File: config.mk
export PLATFORM = sky130hd
export DESIGN_NAME = tba_engine
export DESIGN_NICKNAME = d
export VERILOG_FILES = /design/src/sv/tba_pkg.sv /design/src/sv/tba_engine.sv
export SDC_FILE = /design/constraint.sdc
export NUM_CORES = 1
export LEC_CHECK = 0
export ABC_AREA = 1
export BUFFER_PORTS_ARGS = -buffer_cell sky130_fd_sc_hd__buf_2
export CAP_MARGIN = 20
export CORE_ASPECT_RATIO = 1.2
export CORE_MARGIN = 8
export CORE_UTILIZATION = 49
export DETAILED_ROUTE_END_ITERATION = 10
export HOLD_SLACK_MARGIN = 0.08
export PLACE_DENSITY = 0.78
export SLEW_MARGIN = 15
export SYNTH_ARGS = -nofsm -noshare
export SYNTH_HDL_FRONTEND = slang
export SYNTH_SLANG_ARGS = --single-unit
export TNS_END_PERCENT = 100
File: constraint.sdc
create_clock -name aclk -period 8.1 [get_ports aclk]
set_clock_uncertainty 0.05 [all_clocks]
set_input_delay 1.62 -clock aclk [delete_from_list [all_inputs] [get_ports aclk]]
set_output_delay 1.62 -clock aclk [all_outputs]
set_load 0.005 [all_outputs]
File: src/sv/tba_pkg.sv
package tba_pkg;

    // default sizing
    localparam int DEF_MEM_BLOCKS  = 1024;
    localparam int DEF_MAX_REQUEST = 255;

    localparam logic [9:0]  RESERVED_RESET = 10'd32;
    localparam logic [15:0] LAST_OWNER_ID  = 16'hFFFF;

    localparam logic OP_ALLOC = 1'b0;
    localparam logic OP_FREE  = 1'b1;

    typedef enum logic [2:0] {
        STAT_ALLOCATED     = 3'd0,
        STAT_TOO_FEW       = 3'd1,
        STAT_FREED         = 3'd2,
        STAT_NOT_FOUND     = 3'd3,
        STAT_IDS_EXHAUSTED = 3'd4
    } status_t;

    typedef enum logic [2:0] {
        ST_CLEAR,
        ST_IDLE,
        ST_RESTART,
        ST_SCAN,
        ST_POST
    } state_t;

    typedef enum logic [1:0] {
        MODE_ALLOC,
        MODE_FREE,
        MODE_RECOUNT
    } mode_t;

    typedef struct packed {
        logic        opcode;
        logic [7:0]  request_blocks;
        logic [15:0] owner_to_free;
    } req_t;

    typedef struct packed {
        status_t     status;
        logic [15:0] owner_id;
        logic [9:0]  first_block;
        logic [9:0]  blocks_moved;
        logic [10:0] blocks_free;
    } result_t;

endpackage

File: src/sv/tba_engine.sv
module tba_engine import tba_pkg::*; #(
    parameter int MEM_BLOCKS  = DEF_MEM_BLOCKS,
    parameter int MAX_REQUEST = DEF_MAX_REQUEST
) (
    input  logic                          aclk,
    input  logic                          aresetn,
    input  logic                          cfg_wr_en,
    input  logic [9:0]                    cfg_wr_data,
    input  logic                          in_valid,
    output logic                          in_ready,
    input  req_t                          in_req,
    output logic                          res_valid,
    input  logic                          res_ready,
    output result_t                       res,
    output logic                          ram_we,
    output logic [$clog2(MEM_BLOCKS)-1:0] ram_waddr,
    output logic [15:0]                   ram_wdata,
    output logic                          ram_re,
    output logic [$clog2(MEM_BLOCKS)-1:0] ram_raddr,
    input  logic [15:0]                   ram_rdata
);

    localparam int AW = $clog2(MEM_BLOCKS);
    localparam int CW = $clog2(MEM_BLOCKS + 1);
    localparam int LW = (CW > 10) ? CW : 10;
    localparam int SW = (CW > 11) ? CW : 11;

    state_t         state_reg, state_next;
    mode_t          mode_reg, mode_next;
    logic [9:0]     reserved_reg, reserved_next;
    logic [CW-1:0]  fc_reg, fc_next;
    logic [15:0]    next_id_reg, next_id_next;
    logic [CW-1:0]  rd_addr_reg, rd_addr_next;
    logic           p_vld_reg, p_vld_next;
    logic [AW-1:0]  p_addr_reg, p_addr_next;
    logic [CW-1:0]  moved_reg, moved_next;
    logic [CW-1:0]  zcnt_reg, zcnt_next;
    logic [AW-1:0]  first_reg, first_next;
    logic [7:0]     req_reg, req_next;
    logic [15:0]    who_reg, who_next;
    status_t        status_reg, status_next;
    logic [15:0]    id_reg, id_next;

    logic [LW-1:0]  res_ext, lim_ext;
    logic [CW-1:0]  res_lim;
    logic           alloc_done, issue, req_bad, hit;
    logic [SW-1:0]  moved_ext, fc_ext, first_ext;

    // reserved area clipped to the pool
    assign res_ext = LW'(reserved_reg);
    assign lim_ext = (res_ext < LW'(MEM_BLOCKS)) ? res_ext : LW'(MEM_BLOCKS);
    assign res_lim = lim_ext[CW-1:0];

    assign alloc_done = (SW'(moved_reg) == SW'(req_reg));
    assign req_bad    = (in_req.request_blocks == 8'd0)
                     || (SW'(in_req.request_blocks) > SW'(MAX_REQUEST))
                     || (SW'(fc_reg) < SW'(in_req.request_blocks));
    assign hit        = (ram_rdata == who_reg);

    assign moved_ext = SW'(moved_reg);
    assign fc_ext    = SW'(fc_reg);
    assign first_ext = SW'(first_reg);

    always_comb begin
        res.status       = status_reg;
        res.owner_id     = id_reg;
        res.first_block  = first_ext[9:0];
        res.blocks_moved = (moved_ext > SW'(1023)) ? 10'd1023 : moved_ext[9:0];
        res.blocks_free  = (fc_ext > SW'(2047)) ? 11'd2047 : fc_ext[10:0];
    end

    always_ff @(posedge aclk) begin
        if (!aresetn) begin
            state_reg    <= ST_CLEAR;
            mode_reg     <= MODE_RECOUNT;
            reserved_reg <= RESERVED_RESET;
            fc_reg       <= '0;
            next_id_reg  <= '0;
            rd_addr_reg  <= '0;
            p_vld_reg    <= 1'b0;
        end else begin
            state_reg    <= state_next;
            mode_reg     <= mode_next;
            reserved_reg <= reserved_next;
            fc_reg       <= fc_next;
            next_id_reg  <= next_id_next;
            rd_addr_reg  <= rd_addr_next;
            p_vld_reg    <= p_vld_next;
        end
    end

    always_ff @(posedge aclk) begin
        p_addr_reg <= p_addr_next;
        moved_reg  <= moved_next;
        zcnt_reg   <= zcnt_next;
        first_reg  <= first_next;
        req_reg    <= req_next;
        who_reg    <= who_next;
        status_reg <= status_next;
        id_reg     <= id_next;
    end

    always_comb begin
        state_next    = state_reg;
        mode_next     = mode_reg;
        reserved_next = reserved_reg;
        fc_next       = fc_reg;
        next_id_next  = next_id_reg;
        rd_addr_next  = rd_addr_reg;
        p_vld_next    = 1'b0;
        p_addr_next   = p_addr_reg;
        moved_next    = moved_reg;
        zcnt_next     = zcnt_reg;
        first_next    = first_reg;
        req_next      = req_reg;
        who_next      = who_reg;
        status_next   = status_reg;
        id_next       = id_reg;
        in_ready      = 1'b0;
        res_valid     = 1'b0;
        ram_we        = 1'b0;
        ram_waddr     = p_addr_reg;
        ram_wdata     = '0;
        ram_re        = 1'b0;
        ram_raddr     = rd_addr_reg[AW-1:0];
        issue         = 1'b0;

        case (state_reg)
            ST_CLEAR: begin
                ram_we       = 1'b1;
                ram_waddr    = rd_addr_reg[AW-1:0];
                rd_addr_next = rd_addr_reg + CW'(1);
                if (rd_addr_reg == CW'(MEM_BLOCKS - 1)) begin
                    fc_next    = CW'(MEM_BLOCKS) - res_lim;
                    state_next = ST_IDLE;
                end
            end

            ST_IDLE: begin
                in_ready = !cfg_wr_en;
                if (in_valid && in_ready) begin
                    req_next    = in_req.request_blocks;
                    who_next    = in_req.owner_to_free;
                    moved_next  = '0;
                    zcnt_next   = '0;
                    first_next  = '0;
                    if (in_req.opcode == OP_ALLOC) begin
                        id_next = '0;
                        if (next_id_reg == LAST_OWNER_ID) begin
                            status_next = STAT_IDS_EXHAUSTED;
                            state_next  = ST_POST;
                        end else if (req_bad) begin
                            status_next = STAT_TOO_FEW;
                            state_next  = ST_POST;
                        end else begin
                            next_id_next = next_id_reg + 16'd1;
                            id_next      = next_id_reg + 16'd1;
                            mode_next    = MODE_ALLOC;
                            rd_addr_next = res_lim;
                            state_next   = ST_SCAN;
                        end
                    end else begin
                        id_next = in_req.owner_to_free;
                        if (in_req.owner_to_free == 16'd0) begin
                            status_next = STAT_NOT_FOUND;
                            state_next  = ST_POST;
                        end else begin
                            mode_next    = MODE_FREE;
                            rd_addr_next = '0;
                            state_next   = ST_SCAN;
                        end
                    end
                end
            end

            ST_RESTART: begin
                mode_next    = MODE_RECOUNT;
                rd_addr_next = res_lim;
                zcnt_next    = '0;
                moved_next   = '0;
                state_next   = ST_SCAN;
            end

            ST_SCAN: begin
                issue = (rd_addr_reg != CW'(MEM_BLOCKS))
                     && !((mode_reg == MODE_ALLOC) && alloc_done);
                if (issue) begin
                    ram_re       = 1'b1;
                    rd_addr_next = rd_addr_reg + CW'(1);
                    p_vld_next   = 1'b1;
                    p_addr_next  = rd_addr_reg[AW-1:0];
                end
                if (p_vld_reg) begin
                    case (mode_reg)
                        MODE_ALLOC: begin
                            if (!alloc_done && ram_rdata == 16'd0) begin
                                ram_we     = 1'b1;
                                ram_wdata  = id_reg;
                                moved_next = moved_reg + CW'(1);
                                if (moved_reg == '0) begin
                                    first_next = p_addr_reg;
                                end
                            end
                        end
                        MODE_FREE: begin
                            if (hit) begin
                                ram_we     = 1'b1;
                                moved_next = moved_reg + CW'(1);
                            end
                            if ((hit || ram_rdata == 16'd0) && CW'(p_addr_reg) >= res_lim) begin
                                zcnt_next = zcnt_reg + CW'(1);
                            end
                        end
                        default: begin
                            if (ram_rdata == 16'd0) begin
                                zcnt_next = zcnt_reg + CW'(1);
                            end
                        end
                    endcase
                end
                // end of scan
                if (mode_reg == MODE_ALLOC) begin
                    if (alloc_done) begin
                        p_vld_next  = 1'b0;
                        fc_next     = fc_reg - moved_reg;
                        status_next = STAT_ALLOCATED;
                        state_next  = ST_POST;
                    end
                end else if (!issue && !p_vld_reg) begin
                    if (mode_reg == MODE_FREE) begin
                        state_next = ST_POST;
                        if (moved_reg == '0) begin
                            status_next = STAT_NOT_FOUND;
                        end else begin
                            status_next = STAT_FREED;
                            fc_next     = zcnt_reg;
                        end
                    end else begin
                        fc_next    = zcnt_reg;
                        state_next = ST_IDLE;
                    end
                end
            end

            ST_POST: begin
                res_valid = 1'b1;
                if (res_ready) begin
                    state_next = ST_IDLE;
                end
            end

            default: begin
                state_next = ST_IDLE;
            end
        endcase

        // a new reserved count forces a recount; mid clearing pass the final
        // free count picks it up, on the last clearing cycle a recount follows
        if (cfg_wr_en) begin
            reserved_next = cfg_wr_data;
            if (state_reg != ST_CLEAR || state_next != ST_CLEAR) begin
                state_next = ST_RESTART;
                p_vld_next = 1'b0;
            end
        end
    end

    // read and write never hit the same tag in one cycle
    a_no_rw_clash: assert property (@(posedge aclk) disable iff (!aresetn)
        (ram_we && ram_re) |-> (ram_waddr != ram_raddr))
        else $error("tag read and write collide");

    // allocation never writes a free tag
    a_alloc_tag_nonzero: assert property (@(posedge aclk) disable iff (!aresetn)
        (ram_we && state_reg == ST_SCAN && mode_reg == MODE_ALLOC) |-> (ram_wdata != 16'd0))
        else $error("allocation wrote a zero tag");

    // free count stays within the pool
    a_fc_bound: assert property (@(posedge aclk) disable iff (!aresetn)
        (state_reg != ST_CLEAR) |-> (SW'(fc_reg) <= SW'(MEM_BLOCKS)))
        else $error("free count beyond pool");

    // a request is only taken with the read pipe empty
    a_accept_idle: assert property (@(posedge aclk) disable iff (!aresetn)
        (in_valid && in_ready) |=> (state_reg != ST_IDLE || $past(cfg_wr_en) || !p_vld_reg))
        else $error("request taken with reads in flight");

    // an allocated result always moved at least one block
    a_alloc_moved: assert property (@(posedge aclk) disable iff (!aresetn)
        (res_valid && status_reg == STAT_ALLOCATED) |-> (moved_reg != '0))
        else $error("allocation reported with no blocks");

endmodule

# ---- Word-level counts from Yosys, hierarchy flattened
# Index checks and enable logic that the tools add are counted.
dict set report op_classes {
  addsub 6
  magnitude_cmp 5
  n_eq_ne 31
  muxes 87
  n_bitwise 3
  reduce_logical 37
}
# op n
set op_table {}
lappend op_table {{two-way mux 11 bit} 21}
lappend op_table {{two-way mux 16 bit} 7}
lappend op_table {{two-way mux 10 bit} 7}
lappend op_table {{two-way mux 3 bit} 22}
lappend op_table {{case mux 11 bit (2 select lines)} 3}
lappend op_table {{case mux 11 bit (3 select lines)} 2}
lappend op_table {{case mux 11 bit (4 select lines)} 1}
lappend op_table {{adder 11 x 1 -> 11 bit, second input constant} 3}
lappend op_table {{!= test 3 bit, second input constant} 11}
lappend op_table {{logical NOT 16 bit} 2}
lappend op_table {{AND reduction 6 bit} 4}
lappend op_table {{case mux 10 bit (2 select lines)} 1}
lappend op_table {{adder 16 x 1 -> 16 bit, second input constant} 1}
lappend op_table {{equality test 16 bit} 1}
lappend op_table {{equality test 16 bit, second input constant} 1}
lappend op_table {{!= test 2 bit, second input constant} 8}
lappend op_table {{case mux 3 bit (5 select lines)} 1}
lappend op_table {{AND reduction 5 bit} 3}
lappend op_table {{two-way mux 1 bit} 13}
lappend op_table {{equality test 11 x 10 -> 1 bit, second input constant} 1}
lappend op_table {{equality test 11 x 8 -> 1 bit} 1}
lappend op_table {{greater-or-equal comparator 10 x 11 -> 1 bit} 1}
lappend op_table {{greater-than comparator 11 x 10 -> 1 bit, second input constant} 1}
lappend op_table {{greater-than comparator 11 bit, second input constant} 1}
lappend op_table {{27 further kinds} 52}
dict set report word_totals {
  register_bits 139
  input_bits 56
  output_inout_bits 90
  wordCells 184
}

# ---- Depth between registers and ports, before layout
# Gate-level depths: netlist (run 1).
dict set report depth {
  ltp_word 13
  ltp_mapped 16
}

# ---- Worst setup path after synthesis (run 1)
# Ideal clock, no wire load.
dict set report synth_path {
  path_kind {input to output}
  start {input port ram_rdata[8]}
  end {output port ram_wdata[10]}
  arrival_time_ps 2672
  required_ps 6430
  setup_slack_ps 3758
  cell_stages 7
  n_path_buf 1
  cell_sequence {nor3_1 > nor3b_1 > nand2_1 > a21oi_1 > nand2_1 > buf_2 > nor2_1}
}
dict set report synth_via {
  elab_chain_len 6
}
# item line
set synth_rtl {}
lappend synth_rtl {{from (decl)} tba_engine.sv:20} ;# input logic [15:0] ram_rdata
lappend synth_rtl {{logical NOT 16 bit} tba_engine.sv:196} ;# if (!alloc_done && ram_rdata == 16'd0) begin
lappend synth_rtl {{logical AND 1 bit} tba_engine.sv:196}
lappend synth_rtl {{two-way mux 16 bit} tba_engine.sv:196}
lappend synth_rtl {{two-way mux 16 bit} tba_engine.sv:194} ;# case (mode_reg)
lappend synth_rtl {{two-way mux 16 bit} tba_engine.sv:193} ;# if (p_vld_reg) begin
lappend synth_rtl {{two-way mux 16 bit} tba_engine.sv:128} ;# case (state_reg)
lappend synth_rtl {{to (decl)} tba_engine.sv:17} ;# output logic [15:0] ram_wdata,
# No other way between the ends.

# ---- Worst setup path in the final report (run 1)
dict set report layout_path {
  start {input port ram_rdata[14]}
  end {output port ram_we}
}
dict set report layout_via {
  elab_chain_len 6
  elab_cells_between_ends 8
}
# item line
set layout_rtl {}
lappend layout_rtl {{logical NOT 16 bit} tba_engine.sv:196}
lappend layout_rtl {{logical AND 1 bit} tba_engine.sv:196}
lappend layout_rtl {{two-way mux 1 bit} tba_engine.sv:196}
lappend layout_rtl {{case mux 1 bit (2 select lines) *} tba_engine.sv:194}
lappend layout_rtl {{two-way mux 1 bit *} tba_engine.sv:193}
lappend layout_rtl {{case mux 1 bit (2 select lines) *} tba_engine.sv:128}
lappend layout_rtl {{to (decl)} tba_engine.sv:15} ;# output logic ram_we,
# Mark *: on every way between the ends. The rest lies on a longest branch, timed or not.

==> key figures, run 1 <==
Run status
  – Status: finished clean

Placement
  – GPL Wtd Cong: 0.952
  – DP Area: 9390 um^2
  – Port bufs: 145
  – Hpwl dp: 18.8 mm
  – Placed Cells: 1458

Timing
  – Slew margin rel.: 29.3%
  – Final TNS setup: 0 ns
  – Final setup vio count: 0
  – Fin crit share: 64.0%
  – Fmax: 0.193 GHz
  – Slew of the pin with the lowest slew margin: 1.06 ns
  – RSZ-0062 raised after global routing: no
  – Final hold vios: 0
  – Final slew viol count: 0
  – Final min period: 5.18 ns
  – Hold_ws: 0.457 ns

Yosys
  – Synth warnings: 0
  – Syn Area/Cell: 7.59 um^2
  – Sequential share of the synthesized area: 42.2%
  – Cell variety after synth: 44
  – Ys async rst share: 0%
  – Net Count, Synth: 1226
  – Yosys reg bits: 139
  – EDFF count, synth: 85
  – Synth Flop Type: edfxtp_1
  – Gate Count Post-Synth: 1135
  – Mapped Area: 8610 um^2

Final layout
  – Fill count: 1633
  – Core Util, Final: 57.3%
  – Fin nets: 1349
  – Layout cell share with drive strength beyond 1: 17.6%
  – Non-Filler Instances: 1491
  – Cell area after layout: 9950 um^2
  – Synth-to-layout area growth: 15.5%
  – N_diodes: 0

Route
  – Drt drc: 0
  – Wire per inst: 16.8 um
  – Via density per instance: 5.43
  – Antenna Nets Post-Route: 0
  – DRT Pass-1 Iters: 5
  – DRT iter0 DRCs: 640
  – WL final: 25.0 mm
  – Vias: 8103

Global route
  – Antenna violations before repair: 1
  – Pin count of the biggest net entering global routing: 47
  – First-pass GRT wire length: 40.0 mm
  – Vias in the first global route: 7892
  – Total gr overflow: 0
  – GRT Total Usage: 23.1%

Hold path
  – Hold crit path type: flop to flop
  – Worst Hold Depth: 2
  – Hold_sp: mode_reg[0]$_SDFFE_PN0P_
  – Hold Path Sink: mode_reg[0]$_SDFFE_PN0P_

Critical path
  – R2r startpoint: state_reg[2]$_SDFF_PN0_
  – Worst R2R Setup Slack: 5.10 ns
  – CP max FO: 17
  – WP data arrival: 3.51 ns
  – Crit path required time: 6.43 ns
  – CP Capture Type: output pin
  – Worst r2r dst: zcnt_reg[1]$_SDFFCE_PN0P_
  – R2R cell count: 8
  – Crit Path Class: primary input to output pin
  – Setup crit start kind: primary input

Clock network
  – CTS resizes: 0
  – CTS tree: done
  – Root buf cell: clkbuf_16
  – TritonCTS Buffers: 17
  – Post-CTS Hold Fix Bufs: 0
  – CTS H-Tree Depth: 4
  – Post-CTS Setup Bufs: 0
  – Worst-Skew Late Latency: 0.44 ns
  – # clock sinks: 139
  – Reg clk slew, reported paths: 0.06 ns
  – Clk buf depth: 2

Floorplanning
  – Rows: 53
  – Width of the die: 137 um
  – Initial Util: 49.6%
  – Die H: 161 um
  – IO Count: 146
  – DIE AREA: 22100 um^2
  – Core area: 17400 um^2

Pwr
  – Power share of the clock group: 45.7%
  – Combinational power share: 6.2%
  – Peak supply drop: 0.000116 V
  – Int Pwr: 1200 uW
  – Cell leakage power: 0.00451 uW
  – Pwr dens: 158 nW/um^2
  – Seq pwr share: 48.1%
  – Sw Share: 24.0%
  – Sw Pwr: 377 uW

Job
  – Max_cap viols: 0
[area by class of cell]
type                       instances  area (um^2)  share of cell area (%)
multi-input combinational        794         4150                    41.7
sequential                       139         3630                    36.5
timing repair buffer             149          756                    7.60
inverter                         157          591                    5.94
clock buffer                      20          457                    4.59
tap                              220          275                    2.77
clock inverter                    12         90.1                   0.906
[worst max-delay path, cell delays in order]
cell     delay (ns)
buf_2          0.11
nor2_1         0.15
nand2_1        0.08
nor3b_1        0.18
nand2_1        0.14
a21oi_1        0.24
nand2_1        0.42
o21ai_0        0.22
nand2_1        0.08
o21ai_0        0.12
buf_2          0.15
[metal layers]
metal  track usage [%]  up-vias  share of wire (%)
met2              39.8      315                 50
met1              26.7     3747                 40
met3              5.47       53                7.5
met5                 0        -              0.044
li1                  -     3986                  -
met4              9.45        2                2.9
[kinds of logic after synthesis]
| family | share of synthesized area [%] |
|---|---|
| flip-flops | 42.2 |
| XOR/XNOR | 3.86 |
| AO/OA/AOI/OAI | 11.2 |
| buffers and inverters | 9.76 |
| AND/OR/NAND/NOR | 27.8 |
| adder cells (fa/ha/maj) | 5.17 |
[Yosys cell counts (2+ instances only)]
master / n / area [um^2]
or2_2: 3 / 18.8
nand2_4: 2 / 22.5
nor4_1: 10 / 62.6
nand3_1: 72 / 360
a21oi_1: 63 / 315
o21a_1: 3 / 22.5
a22oi_1: 5 / 37.5
nor3b_1: 3 / 22.5
nor3_2: 3 / 30.0
ha_1: 34 / 425
nand4_1: 22 / 138
o21ai_1: 2 / 10.0
nor2_1: 163 / 612
buf_4: 13 / 97.6
xor2_1: 16 / 140
xnor2_1: 22 / 193
dfxtp_1: 54 / 1080
buf_2: 2 / 10.0
clkbuf_1: 24 / 90.1
edfxtp_1: 85 / 2550
o22ai_1: 10 / 62.6
nand2_2: 5 / 31.3
buf_1: 2 / 7.51
buf_6: 4 / 45.0
nor2_2: 7 / 43.8
nor2_4: 7 / 78.8
nand2_1: 223 / 837
a221oi_1: 2 / 17.5
inv_2: 11 / 41.3
o21ai_0: 79 / 395
nand3_2: 3 / 30.0
nor3_1: 20 / 100
o21bai_1: 7 / 52.6
inv_1: 144 / 541
[cells in the final DEF, fill, tap and decap left out, types with 3 or more instances in the layout]
cell / instances
a21oi_1: 63
a22oi_1: 5
buf_2: 145
buf_4: 3
clkbuf_16: 17
clkinv_2: 3
clkinvlp_4: 4
dfxtp_1: 54
edfxtp_1: 85
ha_1: 34
inv_1: 144
inv_2: 11
inv_6: 3
nand2_1: 223
nand2_2: 5
nand3_1: 72
nand3_2: 3
nand4_1: 22
nor2_1: 163
nor2_2: 6
nor2_4: 8
nor3_1: 20
nor3_2: 3
nor3b_1: 3
nor4_1: 10
o21a_1: 3
o21ai_0: 79
o21bai_1: 7
o22ai_1: 10
or2_2: 3
xnor2_1: 22
xor2_1: 16
[stage by stage]
stage | worst slack [ns] | power [uW]
floorplan | 3.76 | 827
global placement | 3.04 | 865
detailed placement | 2.93 | 867
CTS | 2.91 | 1580
global route | 2.76 | 1620
finish | 2.92 | 1570
[power groups by stage]
stage	Sequential, uW	Combinational, uW	Clock, uW
after floorplan	770	57.3	0
after global placement	772	93.1	0
after detailed placement	772	95.7	0
after CTS	756	96.6	726
after global routing	757	109	754
final	757	97.5	720
[worst max path at each step]
stage / from / to
6_report: ram_rdata[14] / ram_we
5_1_grt: ram_rdata[14] / ram_we
4_1_cts: ram_rdata[14] / ram_we
3_5_place_dp: ram_rdata[14] / ram_we
3_3_place_gp: ram_rdata[14] / ram_we
2_1_floorplan: ram_rdata[8] / ram_wdata[10]
Power figures use the tool's default switching activity.
==> run 2, diff against run 1 <==
==> constraint.sdc (replaced) <==
create_clock -name aclk -period 4.9 [get_ports aclk]
set_clock_uncertainty 0.05 [all_clocks]
set_input_delay 0.98 -clock aclk [delete_from_list [all_inputs] [get_ports aclk]]
set_output_delay 0.98 -clock aclk [all_outputs]
set_load 0.005 [all_outputs]
==> run 2 against run 1 <==
Critical path depth shrank 1. Register-to-register slack lost 3.2 ns. Setup slack lost 1.9 ns. Critical endpoint unchanged. Critical path type unchanged. Sequential power grew 65%. Clock-buffer cell count grew 1. Global-route usage shrank 0.50 points. Die area is the same. Design area grew 0.49%. Routed wire length shrank 0.45%. Cell count grew 0.13%. Non-clock buffer count grew 2.
==> key figures, run 2 (synthesis gave the netlist of run 1 again) <==
Critical path
  – Crit path required time: 3.87 ns
  – Critical-path top delay cell: nand2_1
  – Crit path max-delay family: simple AND/OR/NAND/NOR gates
  – Max incr delay on CP: 0.43 ns
  – Setup crit start kind: primary input
  – Crit Path Class: primary input to output pin
  – WP data arrival: 2.83 ns
  – Worst path cell trace: buf_2, nor3_1, nor3b_1, nand2_1, a21oi_1, nand2_1, o21ai_0, nand2_1, o21ai_0, buf_2
  – CP most frequent cell: nand2_1
  – CP Buf/Inv Count: 2
  – CP Capture Type: output pin
  – CP max FO: 17

Placement
  – Port bufs: 145
  – Hpwl dp: 18.6 mm
  – Placed Cells: 1461
  – GPL Wtd Cong: 0.958

Final layout
  – Fin nets: 1351
  – Synth-to-layout area growth: 16.0%
  – Most frequent cells in the layout: nand2_1 (223), nor2_1 (163), buf_2 (145)
  – Layout cell share with drive strength beyond 1: 17.6%
  – Commonest non-fill, non-tap cell in the layout: nand2_1
  – Non-Filler Instances: 1493
  – Area of the multi-input gates: 4150 um^2
  – Fill count: 1647
  – Register area: 3630 um^2
  – N_diodes: 0

Clock network
  – CTS resizes: 0
  – Root buf cell: clkbuf_16
  – Reg clk slew, reported paths: 0.06 ns
  – CTS H-Tree Depth: 4
  – CTS tree: done
  – # clock sinks: 139
  – Clk buf depth: 2
  – Post-CTS Setup Bufs: 0
  – Post-CTS Hold Fix Bufs: 0
  – TritonCTS Buffers: 17
  – Worst-Skew Late Latency: 0.43 ns

Route
  – DRT Pass-1 Iters: 6
  – Via density per instance: 5.43
  – Vias: 8102
  – Wire per inst: 16.7 um
  – Antenna Nets Post-Route: 0
  – Drt drc: 0
  – WL final: 24.9 mm
  – DRT iter0 DRCs: 640

Global route
  – GRT Total Usage: 22.6%
  – Total gr overflow: 0
  – Vias in the first global route: 7765
  – Antenna violations before repair: 0
  – Pin count of the biggest net entering global routing: 47
  – First-pass GRT wire length: 39.3 mm

Floorplanning
  – Width of the die: 137 um
  – DIE AREA: 22100 um^2
  – IO Count: 146
  – Initial Util: 49.6%
  – Core area: 17400 um^2
  – Rows: 53
  – Die H: 161 um

Pwr
  – Power, Total: 2680 uW
  – Peak supply drop: 0.000205 V
  – Cell leakage power: 0.00454 uW
  – Pwr dens: 269 nW/um^2

Hold path
  – Hold crit path type: flop to flop

Timing
  – RSZ-0062 raised after global routing: no
  – Final slew viol count: 0
  – Final min period: 3.86 ns
  – Final setup vio count: 0
  – Final TNS setup: 0 ns
  – Fin crit share: 78.7%
  – Fmax: 0.259 GHz
  – Slew of the pin with the lowest slew margin: 0.938 ns
  – Final hold vios: 0
  – Slew margin rel.: 37.2%

Run status
  – Status: finished clean

Job
  – Max_cap viols: 0
-- run 2: stage by stage --
step | hold WS [ns] | worst slack [ns] | util [%] | cell area, um^2
2_1_floorplan | 0.414 | 1.84 | - | 8610
3_3_place_gp | 0.431 | 1.09 | 54.2 | 9420
3_5_place_dp | 0.446 | 1.08 | 54.2 | 9420
4_1_cts | 0.454 | 1.07 | 57.5 | 10000
5_1_grt | 0.480 | 0.859 | 57.5 | 10000
6_report | 0.453 | 1.04 | 57.5 | 10000
-- run 2: layout make-up --
class / instances / area share [%]
multi-input combinational: 794 / 41.5
sequential: 139 / 36.3
timing repair buffer: 151 / 7.71
inverter: 157 / 5.91
clock buffer: 21 / 4.61
tap: 220 / 2.75
clock inverter: 11 / 1.20
-- run 2: where the power goes --
group	internal (uW)	switching [uW]	leakage [uW]
Combinational	60.2	101	0.00300
Clock	774	498	0.000281
Sequential	1240	9.86	0.00126
-- run 2: path summary, 6_finish.rpt --
check,start,endpoint,slack (ns),depth (start not counted)
max,ram_rdata[8],ram_we,1.04,10
min reg2reg,mode_reg[0]$_SDFFE_PN0P_,mode_reg[0]$_SDFFE_PN0P_,0.45,2
min,mode_reg[0]$_SDFFE_PN0P_,mode_reg[0]$_SDFFE_PN0P_,0.45,2
max reg2reg,state_reg[2]$_SDFF_PN0_,zcnt_reg[10]$_SDFFCE_PN0P_,1.93,8
-- run 2: metal layers --
| layer | vias to the layer above | global-route usage [%] | wire, um |
|---|---|---|---|
| met5 | - | 0 | 0 |
| met1 | 3704 | 26.5 | 9810 |
| li1 | 3992 | - | - |
| met3 | 62 | 5.07 | 1960 |
| met4 | 0 | 10.2 | 896 |
| met2 | 344 | 38.3 | 12200 |
-- run 2: worst reg2reg max path, delay by kind of cell, from the launching register on --
| kind | cells | cell delay (ns) |
|---|---|---|
| buffers and inverters | 2 | 0.21 |
| and+or+nand+nor | 5 | 1.72 |
| DFF | 1 | 0.49 |
| AOI/OAI and AO/OA | 1 | 0.13 |
==> run 3, diff against run 2 <==
--- a/config.mk
+++ b/config.mk
@@ -13,7 +13,7 @@
 export CORE_UTILIZATION = 49
 export DETAILED_ROUTE_END_ITERATION = 10
 export HOLD_SLACK_MARGIN = 0.08
-export PLACE_DENSITY = 0.78
+export PLACE_DENSITY = 0.81
 export SLEW_MARGIN = 15
 export SYNTH_ARGS = -nofsm -noshare
 export SYNTH_HDL_FRONTEND = slang
==> constraint.sdc (replaced) <==
create_clock -name aclk -period 3.4 [get_ports aclk]
set_clock_uncertainty 0.05 [all_clocks]
set_input_delay 0.68 -clock aclk [delete_from_list [all_inputs] [get_ports aclk]]
set_output_delay 0.68 -clock aclk [all_outputs]
set_load 0.005 [all_outputs]
==> run 3 against run 2 <==
Sequential share of layout area shrank 0.36 points. Power increased by 47%. Register-to-register slack got worse by 1.4 ns. Critical path type is now flop to output pin. Highest routed layer unchanged.
==> key figures, run 3 (synthesis gave the netlist of run 1 again) <==
Critical path
  – Worst R2R Setup Slack: 0.58 ns
  – Setup crit start: moved_ext[0]$_SDFFCE_PN0P_
  – CP max FO: 5
  – Crit Path Class: flop to output pin
  – Crit path required time: 2.67 ns
  – Worst path cell trace: inv_1, nor3_2, nand3_1, nor4_2, nand2_1, nor2_2, a21oi_2, nand2_1, buf_2
  – CP endpoint: res[12]
  – Worst r2r dst: status_reg[2]$_SDFFCE_PP0P_
  – Critical-path top delay cell: edfxtp_1
  – R2R cell count: 11
  – CP Capture Type: output pin
  – Max incr delay on CP: 0.43 ns
  – CP most frequent cell: nand2_1
  – R2r startpoint: moved_ext[10]$_SDFFCE_PN0P_
  – Setup crit start kind: flop
  – WP data arrival: 2.45 ns

Pwr
  – Seq pwr share: 45.6%
  – Pwr dens: 391 nW/um^2
  – Sw Share: 22.3%
  – Int Pwr: 3070 uW
  – Combinational power share: 5.9%
  – Power share of the clock group: 48.4%
  – Cell leakage power: 0.00458 uW
  – Peak supply drop: 0.000287 V
  – Sw Pwr: 879 uW

Clock network
  – Post-CTS Hold Fix Bufs: 0
  – Reg clk slew, reported paths: 0.06 ns
  – CTS resizes: 0
  – Worst-Skew Late Latency: 0.43 ns
  – # clock sinks: 139
  – Post-CTS Setup Bufs: 0
  – TritonCTS Buffers: 17
  – Clk buf depth: 2
  – CTS tree: done
  – Root buf cell: clkbuf_16
  – CTS H-Tree Depth: 4

Route
  – WL final: 25.3 mm
  – WL met3: 2.17 mm
  – Vias: 8291
  – DRT Pass-1 Iters: 6
  – Wire per inst: 16.9 um
  – Top routing layer used: met4
  – Antenna Nets Post-Route: 0
  – Drt drc: 0
  – Via density per instance: 5.53
  – DRT iter0 DRCs: 809
  – DR WL met2: 12.2 mm
  – Met1 WL: 9.80 mm

Final layout
  – Cell area after layout: 10100 um^2
  – Register area: 3630 um^2
  – Synth-to-layout area growth: 17.2%
  – Fin nets: 1358
  – N_diodes: 0
  – Layout cell share with drive strength beyond 1: 18.3%
  – Commonest non-fill, non-tap cell in the layout: nand2_1
  – Area of the multi-input gates: 4180 um^2
  – Fill count: 1591
  – Most frequent cells in the layout: nand2_1 (223), nor2_1 (161), buf_2 (145)

Global route
  – Antenna violations before repair: 0
  – Pin count of the biggest net entering global routing: 40
  – Total gr overflow: 0
  – GRT Total Usage: 23.0%
  – Vias in the first global route: 8092
  – First-pass GRT wire length: 40.2 mm

Floorplanning
  – Width of the die: 137 um
  – Initial Util: 49.6%
  – Die H: 161 um
  – Rows: 53
  – IO Count: 146
  – DIE AREA: 22100 um^2
  – Core area: 17400 um^2

Timing
  – RSZ-0062 raised after global routing: no
  – Final hold vios: 0
  – Final slew viol count: 0
  – Fin crit share: 93.4%
  – Hold_ws: 0.394 ns
  – Final TNS setup: 0 ns
  – Final min period: 3.18 ns
  – Final setup vio count: 0
  – Slew margin rel.: 43.3%
  – Slew of the pin with the lowest slew margin: 0.849 ns
  – Fmax: 0.315 GHz

Placement
  – Port bufs: 145
  – Hpwl dp: 19.0 mm
  – GPL Wtd Cong: 0.956
  – DP Area: 9460 um^2

Job
  – Max_cap viols: 0

Run status
  – Status: finished clean

Hold path
  – Hold crit path type: primary input to flop
run 3: cell type report:
class | instances | area share [%]
timing repair buffer | 157 | 8.08
clock inverter | 10 | 1.40
multi-input combinational | 795 | 41.4
clock buffer | 21 | 4.57
inverter | 157 | 5.85
sequential | 139 | 36.0
tap | 220 | 2.73
run 3: worst max-delay path, delay by kind of cell (launching register included):
kind                   cells  cell delay [ns]
AO/OA/AOI/OAI              1             0.14
buffers and inverters      2             0.25
flip-flops                 1             0.43
AND/OR/NAND/NOR            6             1.21
run 3: per-layer routing:
| layer | track usage (%) | vias to the layer above |
|---|---|---|
| li1 | - | 3991 |
| met1 | 26.9 | 3794 |
| met2 | 37.6 | 422 |
| met3 | 5.59 | 84 |
| met4 | 12.5 | 0 |
| met5 | 0 | - |
run 3: stage by stage:
step	setup WS (ns)	cells	util (%)	power (uW)
6_report	0.224	1499	58.1	3950
5_1_grt	0.0456	1499	58.1	4070
4_1_cts	0.0601	1498	57.9	3970
3_5_place_dp	0.507	1467	54.5	2070
3_3_place_gp	0.499	1467	54.5	2060
2_1_floorplan	0.676	1135	-	1970
run 3: worst min-delay path by stage:
| stage | from | to | depth (start not counted) |
|---|---|---|---|
| floorplan | mode_reg[0]$_SDFFE_PN0P_ | mode_reg[0]$_SDFFE_PN0P_ | 2 |
| global placement | mode_reg[0]$_SDFFE_PN0P_ | mode_reg[0]$_SDFFE_PN0P_ | 2 |
| detailed placement | next_id_reg[2]$_SDFFE_PN0P_ | next_id_reg[2]$_SDFFE_PN0P_ | 2 |
| CTS | in_req[7] | who_reg[7]$_DFFE_PP_ | 1 |
| global route | in_req[7] | who_reg[7]$_DFFE_PP_ | 1 |
| finish | in_req[7] | who_reg[7]$_DFFE_PP_ | 1 |
run 3: power by group through the flow:
stage                     clock network (uW)  registers [uW]  logic (uW)
after detailed placement                   0            1840         231
after global placement                     0            1840         225
after global routing                    2010            1800         261
after CTS                               1930            1800         232
final                                   1910            1800         234
after floorplan                            0            1830         136
